$ cat src/hdl/sbq_pkg.sv
// shared types, constants and helpers for the stereo biquad cascade
`timescale 1ns / 1ps
package sbq_pkg;
    localparam int BANDS_DEF = 32;
    localparam int SMP_W     = 29;
    localparam int CF_W      = 32;
    localparam int DL_W      = 48;
    localparam int NCOEF     = 5;
    localparam int MQ_W      = 53;
    localparam int SUM_W     = 56;

    localparam logic [1:0] CMD_SAMPLE = 2'd0;
    localparam logic [1:0] CMD_WRITE  = 2'd1;
    localparam logic [1:0] CMD_COMMIT = 2'd2;

    localparam logic [2:0] SEL_B0 = 3'd0;
    localparam logic [2:0] SEL_B1 = 3'd1;
    localparam logic [2:0] SEL_B2 = 3'd2;
    localparam logic [2:0] SEL_A1 = 3'd3;
    localparam logic [2:0] SEL_A2 = 3'd4;

    // section schedule steps
    localparam logic [2:0] STP_Y    = 3'd2;
    localparam logic [2:0] STP_ACC1 = 3'd3;
    localparam logic [2:0] STP_ACC2 = 3'd4;
    localparam logic [2:0] STP_Z1   = 3'd5;
    localparam logic [2:0] STP_Z2   = 3'd6;
    localparam logic [2:0] STP_LAST = 3'd7;

    typedef struct packed {
        logic [1:0][NCOEF-1:0][CF_W-1:0] coef;
        logic signed [DL_W-1:0]          zl1;
        logic signed [DL_W-1:0]          zl2;
        logic signed [DL_W-1:0]          zr1;
        logic signed [DL_W-1:0]          zr2;
    } t_rec;

    function automatic logic signed [DL_W-1:0] sat48(input logic signed [SUM_W-1:0] v);
        logic signed [SUM_W-1:0] hi;
        logic signed [SUM_W-1:0] lo;
        hi = {{(SUM_W-DL_W+1){1'b0}}, {(DL_W-1){1'b1}}};
        lo = {{(SUM_W-DL_W+1){1'b1}}, {(DL_W-1){1'b0}}};
        if (v > hi) return hi[DL_W-1:0];
        if (v < lo) return lo[DL_W-1:0];
        return v[DL_W-1:0];
    endfunction

    function automatic logic signed [SMP_W-1:0] clamp8(input logic signed [DL_W-1:0] v);
        logic signed [DL_W-1:0] pos;
        logic signed [DL_W-1:0] neg;
        pos = 48'sd134217728;
        neg = -48'sd134217728;
        if (v > pos) return pos[SMP_W-1:0];
        if (v < neg) return neg[SMP_W-1:0];
        return v[SMP_W-1:0];
    endfunction
endpackage

$ cat src/hdl/sbq_cell.sv
// one cell of the band ring: coefficients of both banks and the delay state
`timescale 1ns / 1ps
module sbq_cell (
    input  logic                       i_clk,
    input  logic                       i_rst_n,
    input  logic                       i_shift,
    input  logic                       i_clear,
    input  logic                       i_wr_en,
    input  logic                       i_wr_bank,
    input  logic [2:0]                 i_wr_sel,
    input  logic [sbq_pkg::CF_W-1:0]   i_wr_data,
    input  sbq_pkg::t_rec              i_next,
    output sbq_pkg::t_rec              o_rec
);
    sbq_pkg::t_rec r_rec;
    sbq_pkg::t_rec n_rec;

    always_comb begin
        n_rec = r_rec;
        if (i_shift) begin
            n_rec = i_next;
        end
        if (i_wr_en) begin
            n_rec.coef[i_wr_bank][i_wr_sel] = i_wr_data;
        end
        if (i_clear) begin
            n_rec.zl1 = '0;
            n_rec.zl2 = '0;
            n_rec.zr1 = '0;
            n_rec.zr2 = '0;
        end
    end

    always_ff @(posedge i_clk) begin
        if (!i_rst_n) begin
            r_rec <= '0;
        end else begin
            r_rec <= n_rec;
        end
    end

    assign o_rec = r_rec;
endmodule

$ cat config.mk
export PLATFORM = sky130hd
export DESIGN_NAME = sbq_cell
export DESIGN_NICKNAME = d
export VERILOG_FILES = /design/src/hdl/sbq_pkg.sv /design/src/hdl/sbq_cell.sv
export SDC_FILE = /design/constraint.sdc
export NUM_CORES = 1
export LEC_CHECK = 0
export BUFFER_PORTS_ARGS = -buffer_cell sky130_fd_sc_hd__clkbuf_2
export CAP_MARGIN = 30
export CORE_AREA = 2 2 411 413
export CTS_CLUSTER_SIZE = 25
export DETAILED_ROUTE_END_ITERATION = 12
export DIE_AREA = 0 0 413 415
export GPL_ROUTABILITY_DRIVEN = 0
export GPL_TIMING_DRIVEN = 0
export PLACE_DENSITY = 0.3
export SYNTH_ARGS = -nofsm -noshare
export SYNTH_HDL_FRONTEND = slang
export SYNTH_SLANG_ARGS = --single-unit
$ cat constraint.sdc
create_clock -name i_clk -period 3.8 [get_ports i_clk]
set_input_delay 0.76 -clock i_clk [delete_from_list [all_inputs] [get_ports i_clk]]
set_output_delay 0.76 -clock i_clk [all_outputs]
set_load 0.05 [all_outputs]
==> impl_metrics.csv, run 1 <==
group,metric,value,unit
run_status,outcome,"finished, final reports clean",
detailed_routing,drtIter0Drc,1185,
clock_network,cts_resized,0,
critical_path,critPathTopFamily,"buffers and inverters",
critical_path,crit_chain,"clkbuf_1 > clkbuf_1 > clkbuf_1 > o31ai_1 > a21oi_1",
sta,hold_ws,0.3353,ns
yosys,synth_top_area_cell,"dfxtp_1",
clock_network,cts_buffer_depth,3,
clock_network,hold_buffers,0,
floorplanning,core_area,0.1667,sq mm
sta,final.period_utilization,0.7052,
detailed_routing,final_antenna_net_count,0,
cells_and_area,largest_reg_flops,512,
global_route,grt_use_met3,0.07351,
sta,setup_viol,0,
pwr,pwr_density_cell,499.4,mW/mm^2
placed_design,placedCellCount,5382,
clock_network,cts_root_buffer,"clkbuf_16",
global_route,grt_usage,0.1844,
yosys,synthCells,2128,
critical_path,cp-start-kind,"input pin",
global_route,use_met1,0.1912,
floorplanning,die_area,0.1714,sq mm
cells_and_area,drive_gt1_frac,0.3891,
flow_run,maxCapViolCount,0,
clock_network,clock-sinks,512,
global_route,grt_pass1_vias,21949,
cells_and_area,area_growth_syn_to_layout,50.62,%
critical_path,critPathMaxFanout,10,
critical_path,cp_slowest_cell,"clkbuf_1",
clock_network,cts_tree,"done",
clock_network,htreeDepth,3,
sta,maxSlewViolCount,0,
floorplanning,die_y,415,um
yosys,yosys_most_used_dff,"dfxtp_1",
sta,finalCriticalPeriod,2.680,ns
placed_design,dp_hpwl,135900,um
yosys,syn_nets,2681,
pwr,finalPower,16.06,mW
yosys,async_flop_share,0,
floorplanning,rows,150,
critical_path,critPathRequiredTime,4.38,ns
global_route,overflow,0,
detailed_routing,via_count,21802,
critical_path,crit_buf_inv,3,
clock_network,cts_setup_buffers,0,
pwr,vdd_drop_max,0.2973,mV
detailed_routing,first_pass_iters,7,
global_route,grt_busiest_layer,"met2",
min_path,hold_class,"input pin to register",
yosys,syn_area_per_cell,10.03,sq um
yosys,synth_top_cells_by_area,"dfxtp_1 (48%), mux2i_1 (24%), o31ai_1 (11%)",
clock_network,clk_latency,0.66,ns
sta,worstMarginPinSlew,1.025,ns
sta,final_hold_viol_count,0,
global_route,use_met2,0.3287,
yosys,ys_seq_area_frac,0.4802,
critical_path,path_common_cell,"clkbuf_1",
sta,rsz0062_at_grt,"false",
sta,maxSlewHeadroom,0.3163,
global_route,antenna_found_initial,91,
yosys,synth_edf_count,0,
yosys,ys_ff_latch,512,
yosys,yosys.area.top_type_share,0.4802,
global_route,grt_max_degree,11,
yosys,yosysWarnings,0,
global_route,grt_pass1_wl,209300,um
detailed_routing,wire_per_inst,29.85,um
critical_path,worstSetupPathType,"input pin to register",
cells_and_area,fin_nets,3807,
clock_network,cts_buffers,74,
critical_path,arrival,3.26,ns
clock_network,clk_pin_slew,0.06,ns
cells_and_area,final_cells,5528,
floorplanning,initial_core_util,0.1281,
critical_path,cp-end-kind,"register",
critical_path,max_stage_delay,0.72,ns
placed_design,placed_cell_area,0.02975,sq mm
detailed_routing,drc,0,
yosys,synth_common_cells,"dfxtp_1 (512), mux2i_1 (512), a21oi_1 (320), o31ai_1 (320), nor2_1 (193)",
placed_design,io_buffers,1030,
cells_and_area,design_area,0.03215,sq mm
sta,fin_setup_tns,0,ns
yosys,yosysUniqueCellTypes,18,
floorplanning,io_pins,1065,
floorplanning,die_x,413,um
pwr,p_leak,14.81,nW
detailed_routing,routed_wl,165000,um
detailed_routing,via_per_inst,3.944,
sta,fmax,0.3731,GHz
sta,finalClockSkew,0,ns
yosys,netlist_area,0.02135,sq mm
[cell type report]
cell class              count  area, sq um
clock inverters            17        211.5
plain buffers             251         1159
well taps                2204         2758
clock buffers             110         2138
multi-input cells        1365         9977
diodes                     19        47.55
flip-flops and latches    512        10250
repair buffers           1050         5612
fillers                 19024       134500
[cell usage in the layout, fill, tap and decap left out]
cell | Yosys | routed
nand3_1 | 2 | 2
nand2_1 | 3 | 3
or2_1 | 6 | 6
clkbuf_16 | 0 | 75
buf_16 | 0 | 12
clkinv_2 | 0 | 7
o31ai_1 | 320 | 320
and3b_1 | 1 | 1
a21oi_1 | 320 | 320
buf_4 | 1 | 1
nor3b_1 | 1 | 1
mux2i_1 | 512 | 512
nor2_1 | 193 | 193
buf_8 | 0 | 5
buf_1 | 22 | 18
clkbuf_8 | 0 | 13
buf_2 | 91 | 95
clkinv_4 | 0 | 1
dfxtp_1 | 512 | 512
buf_6 | 8 | 9
inv_6 | 0 | 2
bufinv_16 | 0 | 3
nand2b_1 | 4 | 4
or3b_1 | 1 | 1
clkbuf_2 | 0 | 1057
buf_12 | 0 | 2
clkbuf_1 | 129 | 124
clkinvlp_4 | 0 | 1
inv_16 | 0 | 1
diode_2 | 0 | 19
nand3b_1 | 2 | 2
clkinv_8 | 0 | 2
[metrics by stage]
stage / worst slack [ns] / utilization
2_1_floorplan: 1.922 / -
3_3_place_gp: 0.1798 / 0.1756
3_5_place_dp: 0.3082 / 0.1785
4_1_cts: 1.020 / 0.1926
5_1_grt: 0.9724 / 0.1927
6_report: 1.120 / 0.1929
[layer usage]
layer / routed length, um / part of all wire
met5: 441 / 0.0027
met4: 7099 / 0.043
met1: 59120 / 0.36
met3: 15350 / 0.093
met2: 83010 / 0.50
[worst min-delay path, delay by kind of cell]
kind	cells	cell delay, ns
buffers and inverters	1	0.07
muxes	1	0.05
and+or+nand+nor	1	0.07
[cell families after synthesis]
logic type	after synthesis	synth area share
AOI/OAI and AO/OA	640	0.1876
and+or+nand+nor	213	0.03974
buffers and inverters	251	0.05246
DFF	512	0.4802
muxes	512	0.2401
[path summary, 6_finish.rpt]
path,startpoint,endpoint,slack (ns),cells after the start
min,i_next[180],o_rec[180]$_SDFFE_PP0P_,0.34,3
max reg2reg,o_rec[401]$_SDFF_PN0_,o_rec[401]$_SDFF_PN0_,3.02,2
max,i_rst_n,o_rec[320]$_SDFF_PN0_,1.12,5
min reg2reg,o_rec[18]$_SDFFE_PP0P_,o_rec[18]$_SDFFE_PP0P_,0.49,2
[report_power, final]
group          switching (mW)  internal (mW)  total [mW]
Clock                    2.88           4.09        6.97
Combinational            2.36          0.880        3.25
Sequential              0.167           5.67        5.84
Total                    5.41           10.6        16.1
No activity file was read; power rests on OpenSTA's default activity.
==> inputs of run 2 (changes only) <==
- clock period: 3.8 -> 2.3 ns (I/O delays scaled with it)
==> impl_metrics.csv, run 2 (synthesis results as in run 1) <==
group,metric,value,unit
cells_and_area,area_growth_syn_to_layout,58.15,%
global_route,overflow,0,
cells_and_area,fill_cells,18932,
critical_path,crit_buf_inv,3,
cells_and_area,drive_gt1_frac,0.3714,
pwr,vdd_drop_max,0.4814,mV
sta,setup_viol,0,
critical_path,rrSetupSlack,1.51,ns
placed_design,io_buffers,1030,
pwr,p_leak,15.48,nW
sta,final.period_utilization,0.9497,
cells_and_area,design_area,0.03376,sq mm
critical_path,cp-start-kind,"input pin",
critical_path,critPathMaxFanout,10,
critical_path,path_common_cell,"clkbuf_1",
global_route,antenna_found_initial,78,
clock_network,cts_buffer_depth,3,
floorplanning,initial_core_util,0.1281,
critical_path,arrival,2.77,ns
floorplanning,rows,150,
sta,rsz0062_at_grt,"false",
sta,maxSlewHeadroom,0.3536,
sta,finalClockSkew,0,ns
placed_design,placed_cell_area,0.02975,sq mm
sta,finalCriticalPeriod,2.184,ns
detailed_routing,drc,0,
global_route,grt_use_met3,0.06487,
floorplanning,die_area,0.1714,sq mm
global_route,grt_busiest_layer,"met2",
global_route,grt_max_degree,11,
floorplanning,core_area,0.1667,sq mm
detailed_routing,via_per_inst,3.914,
pwr,pwr_density_cell,792.8,mW/mm^2
clock_network,clk_latency,0.66,ns
floorplanning,die_y,415,um
clock_network,clk_pin_slew,0.06,ns
clock_network,cts_tree,"done",
critical_path,cp-end-kind,"register",
global_route,grt_pass1_vias,22732,
pwr,finalPower,26.77,mW
cells_and_area,final_cell_mix,"clkbuf_2 (1,058), mux2i_1 (512), dfxtp_1 (512), o31ai_1 (320), a21oi_1 (320)",
sta,worstMarginPinSlew,0.9696,ns
sta,hold_ws,0.06879,ns
clock_network,htreeDepth,3,
critical_path,crit_chain,"clkbuf_1 > clkbuf_2 > clkbuf_1 > o31ai_1 > a21oi_1",
run_status,outcome,"finished, final reports clean",
placed_design,dp_hpwl,135900,um
detailed_routing,routed_wl,165700,um
sta,fmax,0.4578,GHz
clock_network,cts_buffers,74,
clock_network,cts_root_buffer,"clkbuf_16",
critical_path,max_stage_delay,0.69,ns
global_route,use_met1,0.1972,
critical_path,critPathTopFamily,"buffers and inverters",
detailed_routing,via_count,22270,
cells_and_area,largest_reg_flops,512,
sta,fin_setup_tns,0,ns
sta,final_hold_viol_count,0,
floorplanning,die_x,413,um
critical_path,cp_slowest_cell,"clkbuf_1",
detailed_routing,first_pass_iters,5,
cells_and_area,fin_nets,3967,
detailed_routing,final_antenna_net_count,0,
cells_and_area,final_common_cell,"clkbuf_2",
detailed_routing,drtIter0Drc,1114,
critical_path,critPathRequiredTime,2.88,ns
flow_run,maxCapViolCount,0,
critical_path,worstSetupPathType,"input pin to register",
global_route,use_met2,0.3463,
min_path,hold_class,"input pin to register",
detailed_routing,wire_per_inst,29.13,um
floorplanning,io_pins,1065,
global_route,grt_pass1_wl,212200,um
clock_network,clock-sinks,512,
global_route,grt_usage,0.1853,
sta,maxSlewViolCount,0,
cells_and_area,fin_util,0.2026,
-- run 2: worst register-to-register path, cell delays in order, from the launching register on --
cell	delay [ns]
dfxtp_1	0.46
mux2i_1	0.11
a21oi_1	0.15
-- run 2: metrics by stage --
stage,instances,setup WS (ns)
after floorplan,2128,0.7221
after global placement,5362,-1.020
after detailed placement,5382,-0.8918
after CTS,5669,0.09212
after global routing,5673,0.05630
final,5690,0.1158
-- run 2: cell type report --
| cell class | instances | area (sq um) | area share |
|---|---|---|---|
| multi-input cells | 1365 | 9977 | 0.2955 |
| repair buffers | 1210 | 7213 | 0.2137 |
| well taps | 2204 | 2758 | 0.08168 |
| flip-flops and latches | 512 | 10250 | 0.3036 |
| clock buffers | 110 | 2138 | 0.06334 |
| plain buffers | 251 | 1160 | 0.03436 |
| diodes | 21 | 52.55 | 0.001557 |
| clock inverters | 17 | 211.5 | 0.006263 |
-- run 2: final timing paths --
kind                     startpoint                     end  cells after the start
max                         i_rst_n   o_rec[320]$_SDFF_PN0_                      5
min                       i_next[2]   o_rec[2]$_SDFFE_PP0P_                      3
max reg2reg   o_rec[401]$_SDFF_PN0_   o_rec[401]$_SDFF_PN0_                      2
min reg2reg  o_rec[98]$_SDFFE_PP0P_  o_rec[98]$_SDFFE_PP0P_                      2
-- run 2: metal layers --
layer	share of wire	routed length [um]
met1	0.37	60840
met2	0.52	86940
met3	0.086	14190
met4	0.020	3310
met5	0.0027	445
-- run 2: what timing repair did --
item	in CTS	in global routing
hold buffers	160	0
endpoints found under the hold margin	160	0
setup endpoints to repair	3	0
setup buffers	0	0
resized for setup	1	0
-- run 2: report_power, final --
group | switching (mW) | total (mW) | internal [mW]
clock | 4.76 | 11.5 | 6.76
sequential | 0.277 | 9.65 | 9.37
combinational | 3.97 | 5.60 | 1.63
